File: src/tsb_pkg.sv
// Shared types and codes of the timer slot bank.
package tsb_pkg;

  // Item modes
  localparam logic [1:0] ModeArmOneShot  = 2'd0;
  localparam logic [1:0] ModeArmPeriodic = 2'd1;
  localparam logic [1:0] ModeCancel      = 2'd2;
  localparam logic [1:0] ModeDispatch    = 2'd3;

  // Result kinds
  localparam logic [2:0] KindArmed     = 3'd0;
  localparam logic [2:0] KindFull      = 3'd1;
  localparam logic [2:0] KindCancelled = 3'd2;
  localparam logic [2:0] KindFired     = 3'd3;
  localparam logic [2:0] KindNoneDue   = 3'd4;

  // At most this many fired results per dispatch item
  localparam logic [2:0] FireMax = 3'd4;

  localparam int unsigned TickW = 32;
  localparam int unsigned TagW  = 16;

  // Sign bit of (now - due): clear means the slot is due
  localparam int unsigned DueSignBit = TickW - 1;

  typedef enum logic [4:0] {
    StIdle   = 5'b00001,
    StArm    = 5'b00010,
    StCancel = 5'b00100,
    StScan   = 5'b01000,
    StFire   = 5'b10000
  } state_e;

  typedef struct packed {
    logic [TickW-1:0] a;
    logic [TickW-1:0] b;
    logic             sub;
  } alu_req_t;

endpackage

File: src/tsb_alu.sv
// Shared 32-bit add/subtract unit of the timer slot bank.
module tsb_alu
  import tsb_pkg::*;
(
  input  alu_req_t         req_i,
  output logic [TickW-1:0] sum_o
);

  logic [TickW-1:0] b_eff;

  assign b_eff = req_i.b ^ {TickW{req_i.sub}};
  assign sum_o = req_i.a + b_eff + {{(TickW-1){1'b0}}, req_i.sub};

endmodule

File: src/timer_slot_bank_top.sv
// Top level of the timer slot bank: slot table, sequencer and output register.
//
//  channel | dir | handshake                 | payload
//  --------+-----+---------------------------+-------------------------------------------
//  in      | in  | in_valid_i / in_ready_o   | mode_i, now_i, delay_or_period_i,
//          |     |                           | slot_id_i, tag_i
//  out     | out | out_valid_o / out_ready_i | kind_o, slot_o, fired_tag_o, last_o
//
// Arm and cancel: the item is accepted, then the result is loaded into the output register.
// Dispatch: the item is accepted, then each slot is scanned in turn through the shared adder
// (now - due), then one result is loaded per fired slot (or one none-due result), while the same adder
// re-arms a periodic slot (due + period). in_ready_o is high only while the sequencer idles.
// Reset clears the active bits, the sequencer and the output valid; slot contents are left.
// A stalled output holds the sequencer in its result-loading state; nothing is dropped.
module timer_slot_bank_top
  import tsb_pkg::*;
#(
  parameter int unsigned SLOT_COUNT = 4
) (
  input  logic                 clk_i,
  input  logic                 rst_ni,

  input  logic                 in_valid_i,
  output logic                 in_ready_o,
  input  logic [1:0]           mode_i,
  input  logic [TickW-1:0]     now_i,
  input  logic [TickW-1:0]     delay_or_period_i,
  input  logic [7:0]           slot_id_i,
  input  logic [TagW-1:0]      tag_i,

  output logic                 out_valid_o,
  input  logic                 out_ready_i,
  output logic [2:0]           kind_o,
  output logic [1:0]           slot_o,
  output logic [TagW-1:0]      fired_tag_o,
  output logic                 last_o
);

  localparam int unsigned IdxW = (SLOT_COUNT > 1) ? $clog2(SLOT_COUNT) : 1;
  localparam logic [IdxW-1:0] LastIdx = IdxW'(SLOT_COUNT - 1);

  // Control state
  state_e                  state_q, state_d;
  logic [SLOT_COUNT-1:0]   active_q, active_d;
  logic [SLOT_COUNT-1:0]   due_vec_q, due_vec_d;   // slots found due by the scan
  logic [IdxW-1:0]         idx_q, idx_d;           // scan position
  logic [2:0]              cnt_q, cnt_d;           // due slots collected so far
  logic                    out_valid_q, out_valid_d;

  // Captured item
  logic [1:0]              mode_q;
  logic [TickW-1:0]        now_q;
  logic [TickW-1:0]        dp_q;
  logic [7:0]              id_q;
  logic [TagW-1:0]         tag_q;

  // Slot table (contents undefined until armed)
  logic                    periodic_q [SLOT_COUNT];
  logic [TickW-1:0]        due_q      [SLOT_COUNT];
  logic [TickW-1:0]        period_q   [SLOT_COUNT];
  logic [TagW-1:0]         slot_tag_q [SLOT_COUNT];

  // Output register payload
  logic [2:0]              kind_q;
  logic [IdxW-1:0]         slot_idx_q;
  logic [TagW-1:0]         fired_tag_q;
  logic                    last_q;

  // Sequencer outputs
  logic                    in_take;
  logic                    out_free;
  logic                    out_load;
  logic [2:0]              res_kind;
  logic [IdxW-1:0]         res_idx;
  logic [TagW-1:0]         res_tag;
  logic                    res_last;
  logic                    slot_we;
  logic                    due_we;

  // Priority encoders
  logic [IdxW-1:0]         free_idx;
  logic                    free_any;
  logic [IdxW-1:0]         fire_idx;
  logic [SLOT_COUNT-1:0]   fire_rest;

  // Shared adder
  alu_req_t                alu_req;
  logic [TickW-1:0]        alu_sum;

  logic [IdxW+1:0]         slot_ext;

  assign in_ready_o = (state_q == StIdle);
  assign out_free   = !out_valid_q || out_ready_i;

  // Lowest free slot for arm; lowest due slot for firing.
  always_comb begin
    free_idx = '0;
    free_any = 1'b0;
    fire_idx = '0;
    for (int i = SLOT_COUNT - 1; i >= 0; i--) begin
      if (!active_q[i]) begin
        free_idx = IdxW'(i);
        free_any = 1'b1;
      end
      if (due_vec_q[i]) begin
        fire_idx = IdxW'(i);
      end
    end
  end

  always_comb begin
    fire_rest = due_vec_q;
    fire_rest[fire_idx] = 1'b0;
  end

  // Pick adder operands by sequencer step.
  always_comb begin
    alu_req = '0;
    case (state_q)
      StScan: begin
        alu_req.a   = now_q;
        alu_req.b   = due_q[idx_q];
        alu_req.sub = 1'b1;
      end
      StArm: begin
        alu_req.a   = now_q;
        alu_req.b   = dp_q;
        alu_req.sub = 1'b0;
      end
      default: begin
        alu_req.a   = due_q[fire_idx];
        alu_req.b   = period_q[fire_idx];
        alu_req.sub = 1'b0;
      end
    endcase
  end

  tsb_alu u_alu (
    .req_i (alu_req),
    .sum_o (alu_sum)
  );

  // Sequencer
  always_comb begin
    state_d     = state_q;
    active_d    = active_q;
    due_vec_d   = due_vec_q;
    idx_d       = idx_q;
    cnt_d       = cnt_q;
    out_valid_d = out_valid_q && !out_ready_i;
    in_take     = 1'b0;
    out_load    = 1'b0;
    res_kind    = KindNoneDue;
    res_idx     = '0;
    res_tag     = '0;
    res_last    = 1'b1;
    slot_we     = 1'b0;
    due_we      = 1'b0;

    case (state_q)
      StIdle: begin
        if (in_valid_i) begin
          in_take = 1'b1;
          case (mode_i)
            ModeArmOneShot, ModeArmPeriodic: state_d = StArm;
            ModeCancel:                      state_d = StCancel;
            default: begin
              idx_d     = '0;
              due_vec_d = '0;
              cnt_d     = '0;
              state_d   = StScan;
            end
          endcase
        end
      end

      StArm: begin
        if (out_free) begin
          out_load = 1'b1;
          if (free_any) begin
            active_d[free_idx] = 1'b1;
            slot_we  = 1'b1;
            res_kind = KindArmed;
            res_idx  = free_idx;
          end else begin
            res_kind = KindFull;
          end
          state_d = StIdle;
        end
      end

      StCancel: begin
        if (out_free) begin
          out_load = 1'b1;
          res_kind = KindCancelled;
          // ignore ids past the table
          if (id_q < 8'(SLOT_COUNT)) begin
            active_d[id_q[IdxW-1:0]] = 1'b0;
          end
          state_d = StIdle;
        end
      end

      StScan: begin
        if (active_q[idx_q] && !alu_sum[DueSignBit] && (cnt_q != FireMax)) begin
          due_vec_d[idx_q] = 1'b1;
          cnt_d = cnt_q + 3'd1;
        end
        if (idx_q == LastIdx) begin
          state_d = StFire;
        end else begin
          idx_d = idx_q + IdxW'(1);
        end
      end

      StFire: begin
        if (out_free) begin
          out_load = 1'b1;
          if (due_vec_q == '0) begin
            res_kind = KindNoneDue;
            state_d  = StIdle;
          end else begin
            res_kind  = KindFired;
            res_idx   = fire_idx;
            res_tag   = slot_tag_q[fire_idx];
            res_last  = (fire_rest == '0);
            due_vec_d = fire_rest;
            // re-arm periodic slots, free one-shot slots
            if (periodic_q[fire_idx]) begin
              due_we = 1'b1;
            end else begin
              active_d[fire_idx] = 1'b0;
            end
            if (fire_rest == '0) begin
              state_d = StIdle;
            end
          end
        end
      end

      default: state_d = StIdle;
    endcase

    if (out_load) begin
      out_valid_d = 1'b1;
    end
  end

  always_ff @(posedge clk_i or negedge rst_ni) begin
    if (!rst_ni) begin
      state_q     <= StIdle;
      active_q    <= '0;
      due_vec_q   <= '0;
      idx_q       <= '0;
      cnt_q       <= '0;
      out_valid_q <= 1'b0;
    end else begin
      state_q     <= state_d;
      active_q    <= active_d;
      due_vec_q   <= due_vec_d;
      idx_q       <= idx_d;
      cnt_q       <= cnt_d;
      out_valid_q <= out_valid_d;
    end
  end

  // Item capture, slot table and result payload
  always_ff @(posedge clk_i) begin
    if (in_take) begin
      mode_q <= mode_i;
      now_q  <= now_i;
      dp_q   <= delay_or_period_i;
      id_q   <= slot_id_i;
      tag_q  <= tag_i;
    end
    if (slot_we) begin
      periodic_q[free_idx] <= (mode_q == ModeArmPeriodic);
      due_q[free_idx]      <= alu_sum;
      period_q[free_idx]   <= (mode_q == ModeArmPeriodic) ? dp_q : '0;
      slot_tag_q[free_idx] <= tag_q;
    end
    if (due_we) begin
      due_q[fire_idx] <= alu_sum;
    end
    if (out_load) begin
      kind_q      <= res_kind;
      slot_idx_q  <= res_idx;
      fired_tag_q <= res_tag;
      last_q      <= res_last;
    end
  end

  // Slot field carries the low two bits of the index.
  assign slot_ext = {2'b00, slot_idx_q};

  assign out_valid_o = out_valid_q;
  assign kind_o      = kind_q;
  assign slot_o      = slot_ext[1:0];
  assign fired_tag_o = fired_tag_q;
  assign last_o      = last_q;

endmodule
File: config.mk
export PLATFORM = sky130hd
export DESIGN_NAME = timer_slot_bank_top
export DESIGN_NICKNAME = d
export VERILOG_FILES = /design/src/tsb_pkg.sv /design/src/tsb_alu.sv /design/src/timer_slot_bank_top.sv
export SDC_FILE = /design/constraint.sdc
export NUM_CORES = 1
export LEC_CHECK = 0
export BUFFER_PORTS_ARGS = -buffer_cell sky130_fd_sc_hd__buf_2
export CAP_MARGIN = 20
export CORE_MARGIN = 8
export CORE_UTILIZATION = 52
export DETAILED_ROUTE_END_ITERATION = 8
export PLACE_DENSITY = 0.7
export REMOVE_ABC_BUFFERS = 1
export SLEW_MARGIN = 10
export SYNTH_ARGS = -nofsm -noshare
export SYNTH_HDL_FRONTEND = slang
export SYNTH_SLANG_ARGS = --single-unit
File: constraint.sdc
create_clock -name clk_i -period 6.4 [get_ports clk_i]
set_input_delay 1.28 -clock clk_i [delete_from_list [all_inputs] [get_ports clk_i]]
set_output_delay 1.28 -clock clk_i [all_outputs]
set_load 0.1 [all_outputs]
# After elaboration in Yosys (flattened, before gate mapping)
# Memories as Yosys holds them, arrays and structs flattened. A register that Yosys moved wholly into a read port is not among the register bits.
# Index checks and enable logic that the tools add are counted.
# Widths: inputs -> output; s select.
# totals
ff_bits	115
ramBits	324
output_inout_bits	24
elab_cells	177
memories	4
# memory_table
memory	depth	word_bits	read_ports	rd_clocked_by_memory_dff	write_ports	line	text
due_q	4	32	2	0	1	timer_slot_bank_top.sv:59	logic [TickW-1:0] due_q [SLOT_COUNT];
period_q	4	32	1	0	1	timer_slot_bank_top.sv:60	logic [TickW-1:0] period_q [SLOT_COUNT];
slot_tag_q	4	16	1	1	1	timer_slot_bank_top.sv:61	logic [TagW-1:0] slot_tag_q [SLOT_COUNT];
periodic_q	4	1	1	0	1	timer_slot_bank_top.sv:58	logic periodic_q [SLOT_COUNT];
# classes
addsub	4
order_cmp	9
n_eq_ne	24
mux	84
bitwise_logic	10
n_reduce_logical	28
# op_table
cell	count
$pmux 65 s2	1
$mux 32	2
$mux 4	12
$add 32x1->32	1
$add 32x32->32	1
$mux 2	16
$reduce_or 32->1	1
$xor 32x32->32	1
$mux 5	6
$mux 1	27
$ne 2x2->1 const B	12
$pmux 4 s3	2
$mux 3	7
$pmux 5 s4	1
$and 4x4->4	3
$lt 2x3->1 const B	4
$pmux 3 s3	1
$reduce_or 3->1	3
$demux 1 s2	4
$ge 2x1->1 const B	4
$logic_not 4->1	2
$lt 8x3->1 const B	1
$not 4->4	2
$or 4x4->4	2
27 further kinds	43

# Depth between registers and ports, before layout
# depth
ltp_word	15
mapped_depth	23
ltp_nobuf	18

# Hierarchy
# A second synthesis with hierarchy kept.
# unflattened
cells_unflattened	1359
hier_area_um2	20313.2
# by_module_without_submodules
module	instances	cells_each	area_each_um2
timer_slot_bank_top	1	1078	18276.3
tsb_alu	1	281	2037.0

# Worst setup path after synthesis
# No wires, ideal clock.
# synth_timing
path_type	register to register
startpoint	register state_q[3]
endpoint	register due_vec_q[2]
setup_time_ns	0.121
t_arrival_ns	6.462
required_ns	6.279
setup_slack_ns	-0.183
path_stages_with_launch	10
path_buffers	0
synth_period_minus_slack_ns	6.583
path_cell_list	dfrtp_1 > or3_1 > nor3b_1 > nand2_1 > inv_1 > nand3_1 > nand2_1 > o21ai_0 > and2_0 > a22o_1
# synth_via
word_cells_on_any_way	19
cone_classes	2 x add/sub; 9 x eq/ne; 2 x mux; 1 x bitwise; 5 x reduce/logical
# synth_lines
item	line	text
start: declaration	timer_slot_bank_top.sv:43	state_e state_q, state_d;
start signal: assignment	timer_slot_bank_top.sv:251	state_q <= StIdle;
start signal: assignment	timer_slot_bank_top.sv:258	state_q <= state_d;
$eq 5x1->1 (*)	-	
named net in_ready_o	timer_slot_bank_top.sv:24	output logic in_ready_o,
$ne 2x2->1 (no line) / $reduce_bool 3->1 (equally long branches)	-	
$reduce_and 6->1 (no line)	-	
end signal: assignment	timer_slot_bank_top.sv:260	due_vec_q <= due_vec_d;
end: declaration	timer_slot_bank_top.sv:45	logic [SLOT_COUNT-1:0] due_vec_q, due_vec_d;
# The timed path passes the listed nets; every way through them passes the cells marked *.
# A chain may end at the register's enable or synchronous reset.

# Worst setup path in the final report
# layout_timing
startpoint	register due_vec_q[0]
endpoint	memory due_q[1][30], data pin
# layout_via
elab_chain_len	7
word_cells_on_any_way	8
cone_classes	2 x add/sub; 3 x mux; 1 x bitwise; 2 x memory
# layout_rtl
item	line	text
$mux 2 (*)	timer_slot_bank_top.sv:105	if (due_vec_q[i]) begin
$mem_v2 4x32	-	
$pmux 65 s2 (*)	timer_slot_bank_top.sv:119	case (state_q)
$xor 32x32->32	tsb_alu.sv:11	assign b_eff = req_i.b ^ {TickW{req_i.sub}};
$add 32x32->32 (*)	tsb_alu.sv:12	assign sum_o = req_i.a + b_eff + {{(TickW-1){1'b0}}, req_i.sub};
$add 32x1->32 (*)	tsb_alu.sv:12	
named net alu_sum[30]	timer_slot_bank_top.sv:88	logic [TickW-1:0] alu_sum;
$mux 32 (no line) (*)	-	
end: declaration	timer_slot_bank_top.sv:59	
# Marked as above.

==> results.md <==
* Arr. time, crit path at 6020 ps
* DR vias at 13300
* Post-layout min period at 5640 ps
* Crit Path Class: flip-flop to flip-flop
* Most used cell along the critical path: a31oi_1
* Final slew viol count at 0
* Max clock buf depth at 3
* Die height at 212 µm
* Number of antenna diodes at 0
* Placed Area at 21300 µm²
* Sequential cell area at 13600 µm²
* Main synth FF type: edfxtp_1
* HPWL after DPL at 30.4 mm
* Finished Cell Area at 22900 µm²
* Post-CTS Hold Buffers at 0
* Max stage delay on crit path at 500 ps
* Row count at 72
* Total GRT Usage at 22.2%
* Power per cell area at 504 nW/µm²
* Util after Layout at 59.7%
* Post_cts resized at 0
* Chip Width at 212 µm
* Die ar. at 45000 µm²
* Setup slack, reg-to-reg at 760 ps
* Multiplexer area fraction after synthesis at 4.09%
* Worst-Margin Slew at 1140 ps
* Synth Area in XOR/XNOR at 1.35%
* HP Class: flip-flop to flip-flop
* First-pass GRT wire length at 76.8 mm
* Starting Density at 52.3%
* P_leak at 8.02 nW
* Final Hold Vio Count at 0
* Post-synth EDFFs at 436
* Placed Cells at 2074
* Final non-filler cell total at 2162
* DRC viols at 0
* Hold Crit Depth at 1
* Via-to-Cell Ratio at 6.15
* Run status: complete, no violations
* #FFs+latches synth at 455
* Nets at 1739
* Synth Area in Compound Gates at 12.2%
* Largest net degree at the start of global routing at 65
* Syn Area/Cell at 13.4 µm²
* Critical Path End Type: flip-flop
* Io pins at 118
* Post-Route WL at 50.2 mm
* Footprint of the multi-input gates at 6140 µm²
* DRT antenna net count at 0
* Total grt overflow at 0
* Final period utilization at 88.1%
* Crit path max-delay cell type: dfrtp_1
* Post-synthesis simple-gate area fraction at 10.1%
* Crit path cell chain: nor2_1, nand2_2, buf_4, o221ai_1, a31oi_1, a211o_1, ha_1, and3_1, nor3b_1, nand4_1, a41oi_1, nor4_1, o21a_1, o21ai_0, or4_1, a31oi_1, xnor2_1
* Post-Syn Area at 20000 µm²
* R2r startpoint: due_vec_q[0]$_DFFE_PN0P_
* I/O Buffers at 117
* Max Cap Violations at 0
* CP startpoint: due_vec_q[0]$_DFFE_PN0P_
* Area Growth Syn to Fin at 14.2%
* Total core area at 38300 µm²
* Sequential area share after synthesis at 67.8%
* Share of layout cells above drive strength 1 at 17.3%
* TritonCTS clock tree: done
* Worst R2R End: due_q[1][30]$_DFFE_PP_
* Iter 0 DRT Violations at 1396
* Setup Buffers After CTS at 0
* Worst r2r path cells at 17
* TritonRoute pass-1 iters at 5
* F_max at 177 MHz
* Setup crit end: due_q[1][30]$_DFFE_PP_
* Number of global-route vias before repair at 13500
* Filler cell count at 2985
* Gpl congestion at 0.872
* Pwr Total at 11.5 mW
* Post-Synth Adder-Cell Area at 2.35%
* CTS root buf: clkbuf_16
* DR WL/cell at 23.2 µm
* Clock insertion delay at the later pin of the skew report at 580 ps
* Clock transition at path regs at 60 ps
* H-tree levels at 2
* Clk sink count at 455
* Worst Skew at 14.3 ps
* Worst vdd ir at 0.299 mV
* RSZ-0062 raised after global routing: no
* Async set or reset register ratio after synthesis at 4.18%
* Setup Viol. Count Final at 0
* Worst slew margin at 24.0%
* Worst Path Required at 6790 ps
* Cell count after synthesis at 1492
* Max FO, Critical Path at 31
* Critical Path Source Type: flip-flop
* Synth warn at 0
* Unique masters post-synth at 71
* Antenna violations before repair at 0
* Main combinational cell family by area after synthesis: compound AO/OA/AOI/OAI gates
* Number of buffers created by CTS at 48
layout by cell type, fill, tap and decap left out, types with 16 or more instances in the layout:
| master | n |
|---|---|
| ha_1 | 36 |
| o221ai_1 | 64 |
| buf_4 | 31 |
| a21oi_1 | 89 |
| nor2_1 | 65 |
| mux4_2 | 33 |
| buf_2 | 117 |
| dfrtp_1 | 17 |
| clkbuf_16 | 49 |
| a31oi_1 | 36 |
| xnor2_1 | 20 |
| nand3_1 | 44 |
| a221oi_1 | 16 |
| and2_1 | 37 |
| o21ai_0 | 77 |
| inv_1 | 22 |
| nand2_1 | 245 |
| edfxtp_1 | 436 |
area by class of cell:
type | instances | area share [%]
Inverter | 23 | 0.388
Clock inverter | 20 | 0.881
Tap cell | 518 | 2.83
Multi-Input combinational cell | 928 | 26.8
Clock buffer | 66 | 5.77
Sequential cell | 455 | 59.3
Timing Repair Buffer | 152 | 3.94
Yosys cell counts, types with 12 or more instances:
cell,instances,area (µm²)
a211o_1,12,105
a21o_1,12,90.1
a21oi_1,89,445
a221oi_1,16,140
a31oi_1,36,225
and2_1,38,238
clkbuf_1,71,267
dfrtp_1,18,450
edfxtp_1,436,13100
ha_1,36,450
inv_1,23,86.3
mux4_2,33,743
nand2_1,247,927
nand3_1,45,225
nor2_1,68,255
o21ai_0,79,395
o221ai_1,64,561
xnor2_1,20,175
metrics by stage:
stage / setup TNS, ps / setup slack [ps] / hold slack [ps]
CTS: 0 / 886 / 476
detailed placement: 0 / 912 / 464
finish: 0 / 764 / 473
floorplan: -16870 / -303 / 445
global route: 0 / 411 / 521
global placement: 0 / 1040 / 462
worst max-delay path: cells and delay by family (launching register included):
family	cells	cell delay, ps
and+or+nand+nor	7	2070
AOI/OAI and AO/OA	7	1750
DFF	1	500
buffers and inverters	1	420
adders and majority gates	1	410
xor gates and xnor gates	1	260
kinds of logic after synthesis:
group | count (synthesis)
AO/OA/AOI/OAI | 364
AND/OR/NAND/NOR | 457
buffers and inverters | 109
XOR/XNOR | 30
multiplexers | 40
adder cells (fa/ha/maj) | 37
flip-flops | 455
routing by layer:
layer  GRT usage, %  wire length (µm)  vias to the layer above
li1               -                 -                     5968
met1           29.4             20600                     6556
met2           36.1             23500                      636
met3           3.89              4040                      141
met4           9.49              1970                        0
met5              0                 0                        -
sequential cells by signal, indices dropped and copies added (netlist names):
signal	count
period_q	128
slot_tag_q	64
cnt_q	3
idx_q	2
out_valid_o	1
last_o	1
due_vec_q	4
due_q	128
kind_o	3
active_q	4
id_q	8
fired_tag_o	16
mode_q	2
slot_o	2
periodic_q	4
tag_q	16
state_q	5
dp_q	32
now_q	32
worst min-delay path by stage:
stage | start | endpoint | slack, ps
after floorplan | cnt_q[2]$_DFFE_PN0P_ | cnt_q[2]$_DFFE_PN0P_ | 440
after global placement | cnt_q[2]$_DFFE_PN0P_ | cnt_q[2]$_DFFE_PN0P_ | 460
after detailed placement | cnt_q[2]$_DFFE_PN0P_ | cnt_q[2]$_DFFE_PN0P_ | 460
after CTS | cnt_q[2]$_DFFE_PN0P_ | cnt_q[2]$_DFFE_PN0P_ | 480
after global routing | cnt_q[2]$_DFFE_PN0P_ | cnt_q[2]$_DFFE_PN0P_ | 520
final | cnt_q[2]$_DFFE_PN0P_ | cnt_q[2]$_DFFE_PN0P_ | 470
report_power, final:
| group | internal [mW] | switching (mW) |
|---|---|---|
| Sequential | 4.28 | 0.223 |
| Clock | 1.60 | 1.12 |
| Combinational | 1.53 | 2.77 |
No activity file was read; power rests on OpenSTA's default activity.
